**src/design/blp_pkg.sv**
```systemverilog
package blp_pkg;

	// Port width of a coordinate field; fixed by the channel format
	localparam int PORT_COORD_W = 6;
	localparam int COLOR_W      = 24;
	// Coordinate bits actually used inside the tile (2 to 6)
	localparam int COORD_BITS   = 6;

	typedef logic [PORT_COORD_W-1:0] port_coord_t;
	typedef logic [COORD_BITS-1:0]   coord_t;
	typedef logic [COLOR_W-1:0]      color_t;
	// Error term: covers +/- 2 * (2^COORD_BITS - 1)
	typedef logic signed [COORD_BITS+1:0] err_t;

	typedef struct packed {
		logic load;     // capture endpoints and colour
		logic setup;    // order endpoints, pick major axis, seed error term
		logic advance;  // step to the next pixel
	} blp_cmd_t;

	typedef struct packed {
		logic zero_len; // no pixels to draw
		logic last;     // current pixel is the final one
	} blp_sts_t;

endpackage

```
**src/design/blp_if.sv**
```systemverilog
interface blp_seg_if
	import blp_pkg::*;
();
	logic        valid;
	logic        ready;
	port_coord_t start_x;
	port_coord_t start_y;
	port_coord_t end_x;
	port_coord_t end_y;
	color_t      line_color;

	modport source (output valid, start_x, start_y, end_x, end_y, line_color, input ready);
	modport sink   (input valid, start_x, start_y, end_x, end_y, line_color, output ready);
endinterface

interface blp_pix_if
	import blp_pkg::*;
();
	logic        valid;
	logic        ready;
	port_coord_t pixel_x;
	port_coord_t pixel_y;
	color_t      pixel_color;
	logic        last_pixel;

	modport source (output valid, pixel_x, pixel_y, pixel_color, last_pixel, input ready);
	modport sink   (input valid, pixel_x, pixel_y, pixel_color, last_pixel, output ready);
endinterface

```
**src/design/blp_ctrl.sv**
```systemverilog
module blp_ctrl
	import blp_pkg::*;
(
	input  logic     clk,
	input  logic     arst_n,
	input  logic     in_valid,
	output logic     in_ready,
	output logic     out_valid,
	input  logic     out_ready,
	input  blp_sts_t sts,
	output blp_cmd_t cmd
);

	typedef enum logic [2:0] {
		ST_IDLE  = 3'b001,
		ST_SETUP = 3'b010,
		ST_RUN   = 3'b100
	} state_t;

	state_t state_q, state_d;

	always_comb begin
		state_d     = state_q;
		cmd         = '0;
		in_ready    = 1'b0;
		out_valid   = 1'b0;
		unique case (state_q)
			ST_IDLE: begin
				in_ready = 1'b1;
				if (in_valid) begin
					cmd.load = 1'b1;
					state_d  = ST_SETUP;
				end
			end
			ST_SETUP: begin
				cmd.setup = 1'b1;
				state_d   = sts.zero_len ? ST_IDLE : ST_RUN;
			end
			ST_RUN: begin
				out_valid = 1'b1;
				if (out_ready) begin
					cmd.advance = 1'b1;
					if (sts.last) begin
						state_d = ST_IDLE;
					end
				end
			end
			default: state_d = ST_IDLE;
		endcase
	end

	always_ff @(posedge clk or negedge arst_n) begin
		if (!arst_n) begin
			state_q <= ST_IDLE;
		end else begin
			state_q <= state_d;
		end
	end

endmodule

```
**src/design/blp_dp.sv**
```systemverilog
module blp_dp
	import blp_pkg::*;
(
	input  logic        clk,
	input  blp_cmd_t    cmd,
	output blp_sts_t    sts,
	input  port_coord_t start_x,
	input  port_coord_t start_y,
	input  port_coord_t end_x,
	input  port_coord_t end_y,
	input  color_t      line_color,
	output port_coord_t pixel_x,
	output port_coord_t pixel_y,
	output color_t      pixel_color,
	output logic        last_pixel
);

	coord_t x1_q, y1_q, x2_q, y2_q;
	color_t color_q;

	coord_t mj_q, mn_q, cnt_q;
	logic   xmaj_q, neg_q;
	err_t   err_q, inc_q, dec_q;

	// setup terms
	coord_t adx, ady, bx, by, ex, ey, maj_len, min_len;
	logic   xmaj, swap, neg;
	err_t   two_min, two_maj;

	always_comb begin
		adx     = (x2_q > x1_q) ? x2_q - x1_q : x1_q - x2_q;
		ady     = (y2_q > y1_q) ? y2_q - y1_q : y1_q - y2_q;
		xmaj    = adx > ady;
		swap    = xmaj ? !(x2_q > x1_q) : !(y2_q > y1_q);
		bx      = swap ? x2_q : x1_q;
		by      = swap ? y2_q : y1_q;
		ex      = swap ? x1_q : x2_q;
		ey      = swap ? y1_q : y2_q;
		maj_len = xmaj ? adx : ady;
		min_len = xmaj ? ady : adx;
		neg     = xmaj ? (ey < by) : (ex < bx);
		two_min = {1'b0, min_len, 1'b0};
		two_maj = {1'b0, maj_len, 1'b0};
	end

	always_ff @(posedge clk) begin
		if (cmd.load) begin
			x1_q    <= start_x[COORD_BITS-1:0];
			y1_q    <= start_y[COORD_BITS-1:0];
			x2_q    <= end_x[COORD_BITS-1:0];
			y2_q    <= end_y[COORD_BITS-1:0];
			color_q <= line_color;
		end
		if (cmd.setup) begin
			xmaj_q <= xmaj;
			neg_q  <= neg;
			mj_q   <= xmaj ? bx : by;
			mn_q   <= xmaj ? by : bx;
			cnt_q  <= maj_len;
			err_q  <= two_min - err_t'({2'b00, maj_len});
			inc_q  <= two_min;
			dec_q  <= two_min - two_maj;
		end else if (cmd.advance) begin
			if (err_q > err_t'(0)) begin
				mn_q  <= neg_q ? mn_q - coord_t'(1) : mn_q + coord_t'(1);
				err_q <= err_q + dec_q;
			end else begin
				err_q <= err_q + inc_q;
			end
			mj_q  <= mj_q + coord_t'(1);
			cnt_q <= cnt_q - coord_t'(1);
		end
	end

	assign sts.zero_len = (maj_len == '0);
	assign sts.last     = (cnt_q == coord_t'(1));

	assign pixel_x     = port_coord_t'(xmaj_q ? mj_q : mn_q);
	assign pixel_y     = port_coord_t'(xmaj_q ? mn_q : mj_q);
	assign pixel_color = color_q;
	assign last_pixel  = sts.last;

endmodule

```
**src/design/bresenham_line_pixels.sv**
```systemverilog
// Channel  Role   Transfer carries
// seg      sink   start_x, start_y, end_x, end_y (6 b each), line_color (24 b)
// pix      source pixel_x, pixel_y (6 b each), pixel_color (24 b), last_pixel
//
// A segment is handled in order: capture, then ordering the endpoints and
// seeding the error term, then one pixel per cycle from the stepping
// datapath while pix is ready. A zero-length segment ends after setup.
// One segment at a time: seg.ready is high only while the block is idle.
// pix stalls simply hold the current pixel; reset returns the controller to
// idle, with no clearing pass.
module bresenham_line_pixels
	import blp_pkg::*;
(
	input  logic  clk,
	input  logic  arst_n,
	blp_seg_if.sink   seg,
	blp_pix_if.source pix
);

	blp_cmd_t cmd;
	blp_sts_t sts;

	// sequencing: idle -> setup -> run (one pixel per pix transfer)
	blp_ctrl u_ctrl (
		.clk       (clk),
		.arst_n    (arst_n),
		.in_valid  (seg.valid),
		.in_ready  (seg.ready),
		.out_valid (pix.valid),
		.out_ready (pix.ready),
		.sts       (sts),
		.cmd       (cmd)
	);

	// endpoint ordering, error term and pixel stepping
	blp_dp u_dp (
		.clk         (clk),
		.cmd         (cmd),
		.sts         (sts),
		.start_x     (seg.start_x),
		.start_y     (seg.start_y),
		.end_x       (seg.end_x),
		.end_y       (seg.end_y),
		.line_color  (seg.line_color),
		.pixel_x     (pix.pixel_x),
		.pixel_y     (pix.pixel_y),
		.pixel_color (pix.pixel_color),
		.last_pixel  (pix.last_pixel)
	);

	// never take a new segment while pixels are still on offer
	a_one_at_a_time: assert property (@(posedge clk) disable iff (!arst_n)
		pix.valid |-> !seg.ready)
		else $error("segment accepted while pixels pending");

	// a segment transfer is followed by the setup cycle, with no pixel shown
	a_setup_gap: assert property (@(posedge clk) disable iff (!arst_n)
		(seg.valid && seg.ready) |=> !pix.valid)
		else $error("pixel shown during setup");

	// the final pixel ends the line
	a_last_ends: assert property (@(posedge clk) disable iff (!arst_n)
		(pix.valid && pix.ready && pix.last_pixel) |=> (!pix.valid && seg.ready))
		else $error("pixels continue after last_pixel");

	// a non-final pixel transfer is followed by another pixel
	a_more_follow: assert property (@(posedge clk) disable iff (!arst_n)
		(pix.valid && pix.ready && !pix.last_pixel) |=> pix.valid)
		else $error("line ended without last_pixel");

endmodule

```
**src/flat_wrapper.sv**
```systemverilog
// flat-port wrapper written by rule: the top's interface ports become plain ports
module bresenham_line_pixels_flat import blp_pkg::*;
  (clk, arst_n, seg_valid, seg_start_x, seg_start_y, seg_end_x, seg_end_y, seg_line_color, seg_ready, pix_valid, pix_pixel_x, pix_pixel_y, pix_pixel_color, pix_last_pixel, pix_ready);
  blp_seg_if seg_i ();
  blp_pix_if pix_i ();
  input  logic clk;
  input  logic arst_n;
  input wire logic [$bits(seg_i.valid)-1:0] seg_valid;
  input wire logic [$bits(seg_i.start_x)-1:0] seg_start_x;
  input wire logic [$bits(seg_i.start_y)-1:0] seg_start_y;
  input wire logic [$bits(seg_i.end_x)-1:0] seg_end_x;
  input wire logic [$bits(seg_i.end_y)-1:0] seg_end_y;
  input wire logic [$bits(seg_i.line_color)-1:0] seg_line_color;
  output wire logic [$bits(seg_i.ready)-1:0] seg_ready;
  output wire logic [$bits(pix_i.valid)-1:0] pix_valid;
  output wire logic [$bits(pix_i.pixel_x)-1:0] pix_pixel_x;
  output wire logic [$bits(pix_i.pixel_y)-1:0] pix_pixel_y;
  output wire logic [$bits(pix_i.pixel_color)-1:0] pix_pixel_color;
  output wire logic [$bits(pix_i.last_pixel)-1:0] pix_last_pixel;
  input wire logic [$bits(pix_i.ready)-1:0] pix_ready;
  assign seg_i.valid = seg_valid;
  assign seg_i.start_x = seg_start_x;
  assign seg_i.start_y = seg_start_y;
  assign seg_i.end_x = seg_end_x;
  assign seg_i.end_y = seg_end_y;
  assign seg_i.line_color = seg_line_color;
  assign seg_ready = seg_i.ready;
  assign pix_valid = pix_i.valid;
  assign pix_pixel_x = pix_i.pixel_x;
  assign pix_pixel_y = pix_i.pixel_y;
  assign pix_pixel_color = pix_i.pixel_color;
  assign pix_last_pixel = pix_i.last_pixel;
  assign pix_i.ready = pix_ready;
  bresenham_line_pixels u_core (.clk(clk), .arst_n(arst_n), .seg(seg_i), .pix(pix_i));
endmodule
```
**config.mk**
```make
export PLATFORM = sky130hd
export DESIGN_NAME = bresenham_line_pixels_flat
export DESIGN_NICKNAME = d
export VERILOG_FILES = /design/src/design/blp_pkg.sv /design/src/design/blp_if.sv /design/src/design/blp_ctrl.sv /design/src/design/blp_dp.sv /design/src/design/bresenham_line_pixels.sv /design/src/flat_wrapper.sv
export SDC_FILE = /design/constraint.sdc
export NUM_CORES = 1
export LEC_CHECK = 0
export BUFFER_PORTS_ARGS = -buffer_cell sky130_fd_sc_hd__buf_2
export CORE_ASPECT_RATIO = 0.6
export CORE_UTILIZATION = 60
export CTS_BUF_LIST = sky130_fd_sc_hd__clkbuf_4
export DETAILED_ROUTE_END_ITERATION = 8
export HOLD_SLACK_MARGIN = 0.08
export PLACE_DENSITY = 0.83
export SKIP_CTS_REPAIR_TIMING = 1
export SYNTH_ARGS = -nofsm -noshare
export SYNTH_HDL_FRONTEND = slang
export SYNTH_SLANG_ARGS = --single-unit
export TNS_END_PERCENT = 50
```
**constraint.sdc**
```tcl
create_clock -name clk -period 6.8 [get_ports clk]
set_input_delay 1.36 -clock clk [delete_from_list [all_inputs] [get_ports clk]]
set_output_delay 1.36 -clock clk [all_outputs]
set_load 0.05 [all_outputs]
```
==> results of run 1 <==
[final cells by class]
type                       count  area [sq um]  area share
clock buffer                   9          67.6     0.00954
multi-input combinational    456          3330       0.470
clock inverter                 7          67.6     0.00954
timing repair buffer          95           488      0.0689
tap                          135           169      0.0239
inverter                      56           210      0.0297
sequential                    92          2750       0.388
[per-stage QoR]
step | hold WS (ns) | utilization | instance area [sq um] | setup WS, ns
after global placement | 0.586 | 0.686 | 6950 | 1.13
after floorplan | 0.587 | - | 6400 | 0.959
after CTS | 0.627 | 0.699 | 7080 | 0.851
after global routing | 0.626 | 0.699 | 7080 | 0.348
after detailed placement | 0.602 | 0.686 | 6950 | 0.897
final | 0.631 | 0.699 | 7080 | 0.716
[layout by cell type (no fill, tap or decap), drive strengths merged, types with 4 or more instances in the layout]
cell type / instances
nor2: 35
inv: 60
or2: 4
o21ai: 34
nor2b: 5
buf: 95
o21bai: 6
nor3b: 4
a21o: 15
nor3: 19
xor2: 12
nand2b: 12
a21oi: 61
clkbuf: 9
mux2: 21
and2: 6
a211oi: 5
ha: 47
o21a: 5
xnor2: 14
o31ai: 4
and3: 8
fa: 7
edfxtp: 89
mux2i: 22
nand2: 61
nand4: 6
nand3: 12
[routing by layer]
| metal | wire length, microns | up-vias | global-route usage |
|---|---|---|---|
| met1 | 7230 | 2379 | 0.432 |
| met4 | 142 | 0 | 0.0551 |
| met3 | 1550 | 18 | 0.0753 |
| met2 | 6360 | 263 | 0.413 |
| li1 | - | 2421 | - |
| met5 | 0 | - | 0 |
[worst paths after layout]
kind / start / slack, ns / end
worst max-delay path: u_core.u_dp.x2_q[0]$_DFFE_PP_ / 0.72 / u_core.u_dp.err_q[6]$_DFFE_PP_
worst min-delay path: u_core.u_ctrl.state_q[2]$_DFFE_PN0P_ / 0.63 / u_core.u_ctrl.state_q[1]$_DFFE_PN0P_
worst max register to register: u_core.u_dp.x2_q[0]$_DFFE_PP_ / 0.72 / u_core.u_dp.err_q[6]$_DFFE_PP_
worst min register to register: u_core.u_ctrl.state_q[2]$_DFFE_PN0P_ / 0.63 / u_core.u_ctrl.state_q[1]$_DFFE_PN0P_
max in group asynchronous: arst_n / 5.96 / u_core.u_ctrl.state_q[0]$_DFFE_PN1P_
min in group asynchronous: arst_n / 0.65 / u_core.u_ctrl.state_q[2]$_DFFE_PN0P_
[worst max-delay path, stage by stage, from the launching register on]
cell and delay [ns]:
edfxtp_1 0.43, inv_1 0.09, ha_1 0.22, fa_1 0.39
nand2b_2 0.20, a211o_1 0.31, a21o_4 0.25, o21a_1 0.11
or3_1 0.40, and2_1 0.19, ha_1 0.45, nand4_1 0.16
a21oi_1 0.25, o31ai_4 0.09, inv_2 0.41, mux2i_1 0.44
fa_1 0.30, nor2b_1 0.06, o21ai_0 0.24, a21oi_1 0.13
o21ai_0 0.23, a21oi_1 0.11, nor3b_1 0.18, nand3b_1 0.18
[sequential cells by signal, indices dropped and copies added, names as in the netlist]
signal / cells
u_core.u_dp.x2_q: 6
u_core.u_dp.pixel_color: 24
u_core.u_dp.mj_q: 6
u_core.u_dp.y2_q: 6
u_core.u_dp.inc_q: 6
u_core.u_dp.neg_q: 1
u_core.u_dp.x1_q: 6
u_core.u_dp.xmaj_q: 1
u_core.u_ctrl.state_q: 3
u_core.u_dp.err_q: 8
u_core.u_dp.dec_q: 7
u_core.u_dp.y1_q: 6
u_core.u_dp.cnt_q: 6
u_core.u_dp.mn_q: 6
[cells by family after synthesis]
kind of cell	count (synthesis)	synth area share
fa+ha+maj	54	0.114
flops	92	0.429
buf+inv	80	0.0522
compound gates	151	0.151
xor+xnor	26	0.0379
simple gates	182	0.141
mux	43	0.0744
==> impl_metrics.csv, run 1 <==
group,metric,value,unit
timing,period_minus_slack,6.08,ns
clock_network,clockBufferDepth,2,
logic_synthesis,ys_seq_area_frac,0.429,
clock_network,numClockSinks,92,
setup_path,required,7.03,ns
layout,stdcell_count,850,
setup_path,worstPathMaxFanout,32,
floorplanning,die_w,135,microns
logic_synthesis,yosys.area.top_type,"edfxtp_1",
floorplanning,die_area,11100,sq um
floorplanning,core,10100,sq um
grt,gr-total-overflow,0,
grt,grt_pass1_vias,4491,
setup_path,start_kind,"flip-flop",
place,place_congestion,0.932,
logic_synthesis,ys_top_cells_by_count,"edfxtp_1 (89), nand2_1 (60), a21oi_1 (58)",
layout,fillCellCount,777,
logic_synthesis,synth_most_common_cell,"edfxtp_1",
grt,grt_max_degree,50,
timing,tns,0,ns
layout,drive_gt1_frac,0.225,
floorplanning,io-pin-count,91,
detailed_routing,drt_iter0_markers,531,
place,dp_cells,834,
clock_network,cts_htree_levels,3,
run,timing.max_cap.violations,0,
detailed_routing,dr.pass1.iters,5,
place,dpl.hpwl,12000,microns
clock_network,clk_pin_slew,0.16,ns
detailed_routing,drtAntennaViolNets,0,
setup_path,critPathKind,"flip-flop to flip-flop",
logic_synthesis,synth_area_leaders,"edfxtp_1 (42%), ha_1 (9.2%), a21oi_1 (4.5%)",
setup_path,reg2regPathDepth,23,
layout,synthToLayoutAreaGrowth,10.6,%
grt,grt.total_usage,0.287,
timing,timing.final.crit_share,0.895,
logic_synthesis,synth_warnings,0,
logic_synthesis,synth_cells,628,
logic_synthesis,yosysTopAreaCellShare,0.417,
logic_synthesis,syn-num-nets,734,
place,portBuffers,90,
timing,max_slew_margin,0.229,
timing,hold_viol_final,0,
setup_path,endpoint_kind,"flip-flop",
setup_path,arrival,6.31,ns
detailed_routing,post_drt_wl_per_cell,18.0,microns
detailed_routing,post-route-drc-count,0,
logic_synthesis,synth_edf_count,89,
timing,finClkSkew,0.0156,ns
timing,slew_viol_final,0,
floorplanning,die_h,82.0,microns
clock_network,root_buffer,"clkbuf_4",
layout,diodes,0,
logic_synthesis,synthArstFlopShare,0.0326,
logic_synthesis,synth_top_flop_cell,"edfxtp_1",
grt,antenna_found_initial,0,
outcome,status,"finished, final reports clean",
worst_hold_path,min_path_type,"flip-flop to flip-flop",
timing,grt_setup_unrepaired,"false",
timing,finalSetupViolCount,0,
floorplanning,num_rows,28,
timing,fmaxAchievable,164,MHz
clock_network,clkLatencyLatePin,0.47,ns
grt,grt_pass1_wl,23600,microns
detailed_routing,avgViaCountPerCell,5.98,
logic_synthesis,ys_types,71,
logic_synthesis,ys_ff_latch,92,
clock_network,numCtsBuffers,9,
floorplanning,start_util,0.632,
logic_synthesis,synth_area,6400,sq um
logic_synthesis,syn-mean-instance-area,10.2,sq um
detailed_routing,vias,5081,
clock_network,cts_tree,"built",
detailed_routing,wl,15300,microns
layout,final_nets,816,
timing,tightest_slew,1.16,ns
worst_hold_path,worstHoldPathCells,2,
Power of run 1 is not shown: default switching activity piles up to over one toggle a cycle in this logic, so the estimate is an artifact.
==> run 2: changes to the inputs <==
- ABC_AREA: default -> 1
==> run 2 against run 1 <==
  * Via count up 5.9%
  * Register-to-register slack improved by 1.0 ns
  * Sequential share of layout area about the same
  * Global-route usage up 0.62 points
  * Count of clock-buffer cells in the layout up 2
  * Sequential cell count did not move
  * Maximum frequency increased by 20%
  * Critical path type unchanged
==> impl_metrics.csv, run 2 <==
group,metric,value,unit
timing,hold_viol_final,0,
logic_synthesis,synth_most_common_cell,"nand2_1",
timing,max_slew_margin,0.366,
timing,holdWs,0.521,ns
clock_network,root_buffer,"clkbuf_4",
setup_path,cpMaxStageDelayCell,"o21ai_4",
place,place_congestion,0.926,
floorplanning,core,10100,sq um
worst_hold_path,min_path_type,"flip-flop to flip-flop",
setup_path,critPathKind,"flip-flop to flip-flop",
logic_synthesis,ys_types,47,
clock_network,cts_tree,"built",
logic_synthesis,ys_ff_latch,92,
floorplanning,io-pin-count,91,
floorplanning,start_util,0.635,
logic_synthesis,synth_edf_count,89,
timing,slew_viol_final,0,
logic_synthesis,synth_area,6430,sq um
logic_synthesis,synth_warnings,0,
logic_synthesis,yosysTopAreaCellShare,0.416,
logic_synthesis,synth_area_leaders,"edfxtp_1 (42%), nand2_1 (11%), ha_1 (9.2%)",
detailed_routing,vias,5382,
run,timing.max_cap.violations,0,
setup_path,worstPathMaxFanout,30,
logic_synthesis,synth_top_flop_cell,"edfxtp_1",
timing,timing.final.crit_share,0.745,
detailed_routing,avgViaCountPerCell,5.53,
layout,drive_gt1_frac,0.205,
logic_synthesis,syn-num-nets,854,
logic_synthesis,synthArstFlopShare,0.0326,
detailed_routing,post_drt_wl_per_cell,16.1,microns
setup_path,endpoint,"u_core.u_dp.err_q[6]$_DFFE_PP_",
clock_network,clockBufferDepth,2,
place,dpl_cell_area,6940,sq um
grt,antenna_found_initial,0,
layout,final_common_cell,"nand2_1",
place,dp_slack,1.85,ns
grt,gr-total-overflow,0,
clock_network,clk_pin_slew,0.15,ns
detailed_routing,post-route-drc-count,0,
clock_network,numClockSinks,92,
layout,synthToLayoutAreaGrowth,10.2,%
setup_path,start_kind,"flip-flop",
grt,grt_max_degree,49,
timing,setup_slack,1.73,ns
setup_path,timing.rr.start,"u_core.u_dp.y1_q[2]$_DFFE_PP_",
timing,finClkSkew,0.0219,ns
logic_synthesis,synth_cells,748,
outcome,status,"finished, final reports clean",
detailed_routing,dr.pass1.iters,5,
detailed_routing,drt_iter0_markers,592,
setup_path,required,7.03,ns
setup_path,reg2regPathDepth,30,
detailed_routing,wl,15700,microns
setup_path,arrival,5.30,ns
logic_synthesis,ys_seq_area_frac,0.428,
layout,final_area,7080,sq um
timing,finalSetupViolCount,0,
floorplanning,num_rows,28,
timing,tns,0,ns
layout,layout_common_cells,"nand2_1 (195), inv_1 (99), buf_2 (90), edfxtp_1 (89), nand3_1 (55)",
place,portBuffers,90,
setup_path,cp-startpoint,"u_core.u_dp.y1_q[2]$_DFFE_PP_",
timing,grt_setup_unrepaired,"false",
setup_path,crit_path_frequent_cell,"nand2_1",
setup_path,rrSetupSlack,1.73,ns
clock_network,clkLatencyLatePin,0.46,ns
detailed_routing,drtAntennaViolNets,0,
setup_path,slowest_delay,0.67,ns
layout,final_nets,940,
grt,grt_pass1_wl,24200,microns
setup_path,endpoint_kind,"flip-flop",
logic_synthesis,syn-mean-instance-area,8.59,sq um
grt,grt.total_usage,0.293,
timing,fmaxAchievable,197,MHz
floorplanning,die_h,82.2,microns
clock_network,numCtsBuffers,9,
floorplanning,die_area,11100,sq um
logic_synthesis,ys_top_cells_by_count,"nand2_1 (195), inv_1 (99), edfxtp_1 (89)",
place,dpl.hpwl,12400,microns
layout,diodes,0,
logic_synthesis,yosys.area.top_type,"edfxtp_1",
timing,tightest_slew,0.941,ns
grt,grt_pass1_vias,4820,
timing,period_minus_slack,5.07,ns
floorplanning,die_w,136,microns
setup_path,r2r-end,"u_core.u_dp.err_q[6]$_DFFE_PP_",
clock_network,cts_htree_levels,3,
layout,largest_reg_flops,24,
[run 2: kinds of logic (layout without fill, tap and decap cells)]
kind of cell	after synthesis	in the layout	synth area share
and+or+nand+nor	356	356	0.254
buffers and inverters	121	212	0.0824
AOI/OAI and AO/OA	100	100	0.0890
DFF	92	92	0.428
adders and majority gates	54	54	0.113
xor gates and xnor gates	25	25	0.0341
[run 2: cell type report]
type,count,area [sq um]
multi-input cells,535,3160
fillers,829,3040
flip-flops and latches,92,2750
repair buffers,92,465
inverters,104,397
well taps,135,169
clock buffers,11,82.6
clock inverters,5,61.3
[run 2: metrics by stage]
step | cells | util
floorplan | 748 | -
global placement | 958 | 0.685
detailed placement | 958 | 0.685
CTS | 974 | 0.700
global route | 974 | 0.700
finish | 974 | 0.700
[run 2: worst max-delay path: cells and delay by family, from the launching register on]
kind,cells,cell delay (ns)
flops,1,0.41
simple gates,19,2.04
buf+inv,5,0.31
compound gates,3,0.90
fa+ha+maj,3,1.17
[run 2: worst min-delay path by stage]
stage	cells past startpoint	startpoint	end	slack (ns)
2_1_floorplan	1	u_core.u_ctrl.state_q[1]$_DFFE_PN0P_	u_core.u_ctrl.state_q[1]$_DFFE_PN0P_	0.45
3_3_place_gp	1	u_core.u_ctrl.state_q[1]$_DFFE_PN0P_	u_core.u_ctrl.state_q[1]$_DFFE_PN0P_	0.49
3_5_place_dp	1	u_core.u_ctrl.state_q[1]$_DFFE_PN0P_	u_core.u_ctrl.state_q[1]$_DFFE_PN0P_	0.50
4_1_cts	1	u_core.u_ctrl.state_q[1]$_DFFE_PN0P_	u_core.u_ctrl.state_q[1]$_DFFE_PN0P_	0.52
5_1_grt	1	u_core.u_ctrl.state_q[1]$_DFFE_PN0P_	u_core.u_ctrl.state_q[1]$_DFFE_PN0P_	0.55
6_report	1	u_core.u_ctrl.state_q[1]$_DFFE_PN0P_	u_core.u_ctrl.state_q[1]$_DFFE_PN0P_	0.52
[run 2: metal layers]
metal / wire [microns] / part of all wire / global-route usage / vias to the layer above
met5: 0 / 0 / 0 / -
met4: 116 / 0.0074 / 0.0640 / 0
met3: 2030 / 0.13 / 0.0855 / 16
met2: 6140 / 0.39 / 0.406 / 284
met1: 7400 / 0.47 / 0.446 / 2449
li1: - / - / - / 2633
Power of run 2 is left out for the same reason.
==> run 3: changes to the inputs <==
- clock period: 6.8 -> 5.1 ns (I/O delays scaled with it)
==> run 3 against run 2 <==
  * Sequential cell count stayed put
  * Count of clock-buffer cells in the layout shrank 1
  * Maximum frequency grew 5.0%
  * Die area is the same
  * Sequential share of layout area shrank 0.44 points
  * Final area increased by 1.1%
  * Global-route usage rose by 0.58 points
  * Routed wire length rose by 1.8%
  * Hold slack lost 0.21 ns
  * Clock skew fell by 0.0057 ns
  * Final cell count grew 0.82%
  * Critical path type unchanged
==> impl_metrics.csv, run 3 (synthesis gave the netlist of run 2 again) <==
group,metric,value,unit
timing,holdWs,0.315,ns
floorplanning,start_util,0.635,
floorplanning,die_area,11100,sq um
timing,finClkSkew,0.0162,ns
detailed_routing,drtAntennaViolNets,0,
clock_network,cts_htree_levels,3,
clock_network,clkLatencyLatePin,0.47,ns
grt,grt_max_degree,49,
clock_network,numClockSinks,92,
detailed_routing,avgViaCountPerCell,5.54,
detailed_routing,post_drt_wl_per_cell,16.3,microns
layout,diodes,0,
layout,final_common_cell,"nand2_1",
detailed_routing,wl,16000,microns
layout,drive_gt1_frac,0.216,
clock_network,numCtsBuffers,9,
layout,stdcell_count,982,
setup_path,start_kind,"flip-flop",
grt,grt.total_usage,0.299,
setup_path,slowest_delay,0.47,ns
grt,gr-total-overflow,0,
floorplanning,io-pin-count,91,
floorplanning,die_h,82.2,microns
timing,slew_viol_final,0,
floorplanning,num_rows,28,
detailed_routing,vias,5443,
setup_path,cp_num_buf_inv,7,
layout,final_nets,948,
place,portBuffers,90,
timing,max_slew_margin,0.349,
place,dpl.hpwl,12400,microns
timing,period_minus_slack,4.82,ns
outcome,status,"finished, final reports clean",
detailed_routing,drt_iter0_markers,475,
run,timing.max_cap.violations,0,
timing,hold_viol_final,0,
layout,layout_common_cells,"nand2_1 (195), inv_1 (98), buf_2 (90), edfxtp_1 (89), nand3_1 (54)",
place,place_congestion,0.987,
setup_path,crit_path_frequent_cell,"inv_1",
place,dpl_cell_area,6960,sq um
grt,antenna_found_initial,0,
setup_path,path_delay_family,"simple AND/OR/NAND/NOR gates",
timing,tns,0,ns
timing,fmaxAchievable,207,MHz
floorplanning,die_w,136,microns
setup_path,arrival,5.05,ns
layout,final_area,7160,sq um
setup_path,endpoint_kind,"flip-flop",
clock_network,root_buffer,"clkbuf_4",
clock_network,cts_tree,"built",
setup_path,critPathKind,"flip-flop to flip-flop",
layout,largest_reg_flops,24,
grt,grt_pass1_wl,24900,microns
clock_network,clk_pin_slew,0.16,ns
place,dp_cells,959,
timing,timing.final.crit_share,0.946,
layout,synthToLayoutAreaGrowth,11.5,%
worst_hold_path,min_path_type,"input pin to async pin",
grt,grt_pass1_vias,4952,
setup_path,cpMaxStageDelayCell,"fa_1",
setup_path,worstPathMaxFanout,12,
clock_network,clockBufferDepth,2,
timing,finalSetupViolCount,0,
floorplanning,core,10100,sq um
timing,tightest_slew,0.966,ns
detailed_routing,dr.pass1.iters,5,
setup_path,required,5.33,ns
detailed_routing,post-route-drc-count,0,
==> run 3: through the flow <==
| stage | util | worst slack (ns) |
|---|---|---|
| 2_1_floorplan | - | 0.934 |
| 6_report | 0.708 | 0.276 |
| 3_5_place_dp | 0.687 | 0.237 |
| 3_3_place_gp | 0.687 | 0.347 |
| 5_1_grt | 0.708 | -0.0164 |
| 4_1_cts | 0.699 | 0.217 |
==> run 3: area by class of cell <==
| type | instances | area (sq um) |
|---|---|---|
| inverters | 104 | 400 |
| repair buffers | 99 | 531 |
| multi-input cells | 536 | 3190 |
| fillers | 805 | 2960 |
| flip-flops and latches | 92 | 2750 |
| clock buffers | 10 | 75.1 |
| clock inverters | 6 | 48.8 |
| well taps | 135 | 169 |
==> run 3: worst paths after layout <==
| kind | start | end | slack [ns] | cells past startpoint |
|---|---|---|---|---|
| max in group asynchronous | arst_n | u_core.u_ctrl.state_q[0]$_DFFE_PN1P_ | 4.58 | 1 |
| min reg2reg | u_core.u_ctrl.state_q[1]$_DFFE_PN0P_ | u_core.u_ctrl.state_q[1]$_DFFE_PN0P_ | 0.57 | 1 |
| min | arst_n | u_core.u_ctrl.state_q[1]$_DFFE_PN0P_ | 0.31 | 1 |
| min in group clk | u_core.u_ctrl.state_q[1]$_DFFE_PN0P_ | u_core.u_ctrl.state_q[1]$_DFFE_PN0P_ | 0.57 | 1 |
| max reg2reg | u_core.u_dp.x1_q[0]$_DFFE_PP_ | u_core.u_dp.err_q[6]$_DFFE_PP_ | 0.28 | 28 |
| max | u_core.u_dp.x1_q[0]$_DFFE_PP_ | u_core.u_dp.err_q[6]$_DFFE_PP_ | 0.28 | 28 |
==> run 3: metal layers <==
metal / track usage / part of all wire / wire (microns)
met3: 0.0562 / 0.11 / 1710
met1: 0.446 / 0.46 / 7390
met2: 0.453 / 0.42 / 6710
met4: 0.0640 / 0.0090 / 144
met5: 0 / 0 / 0
Power of run 3 is left out for the same reason.
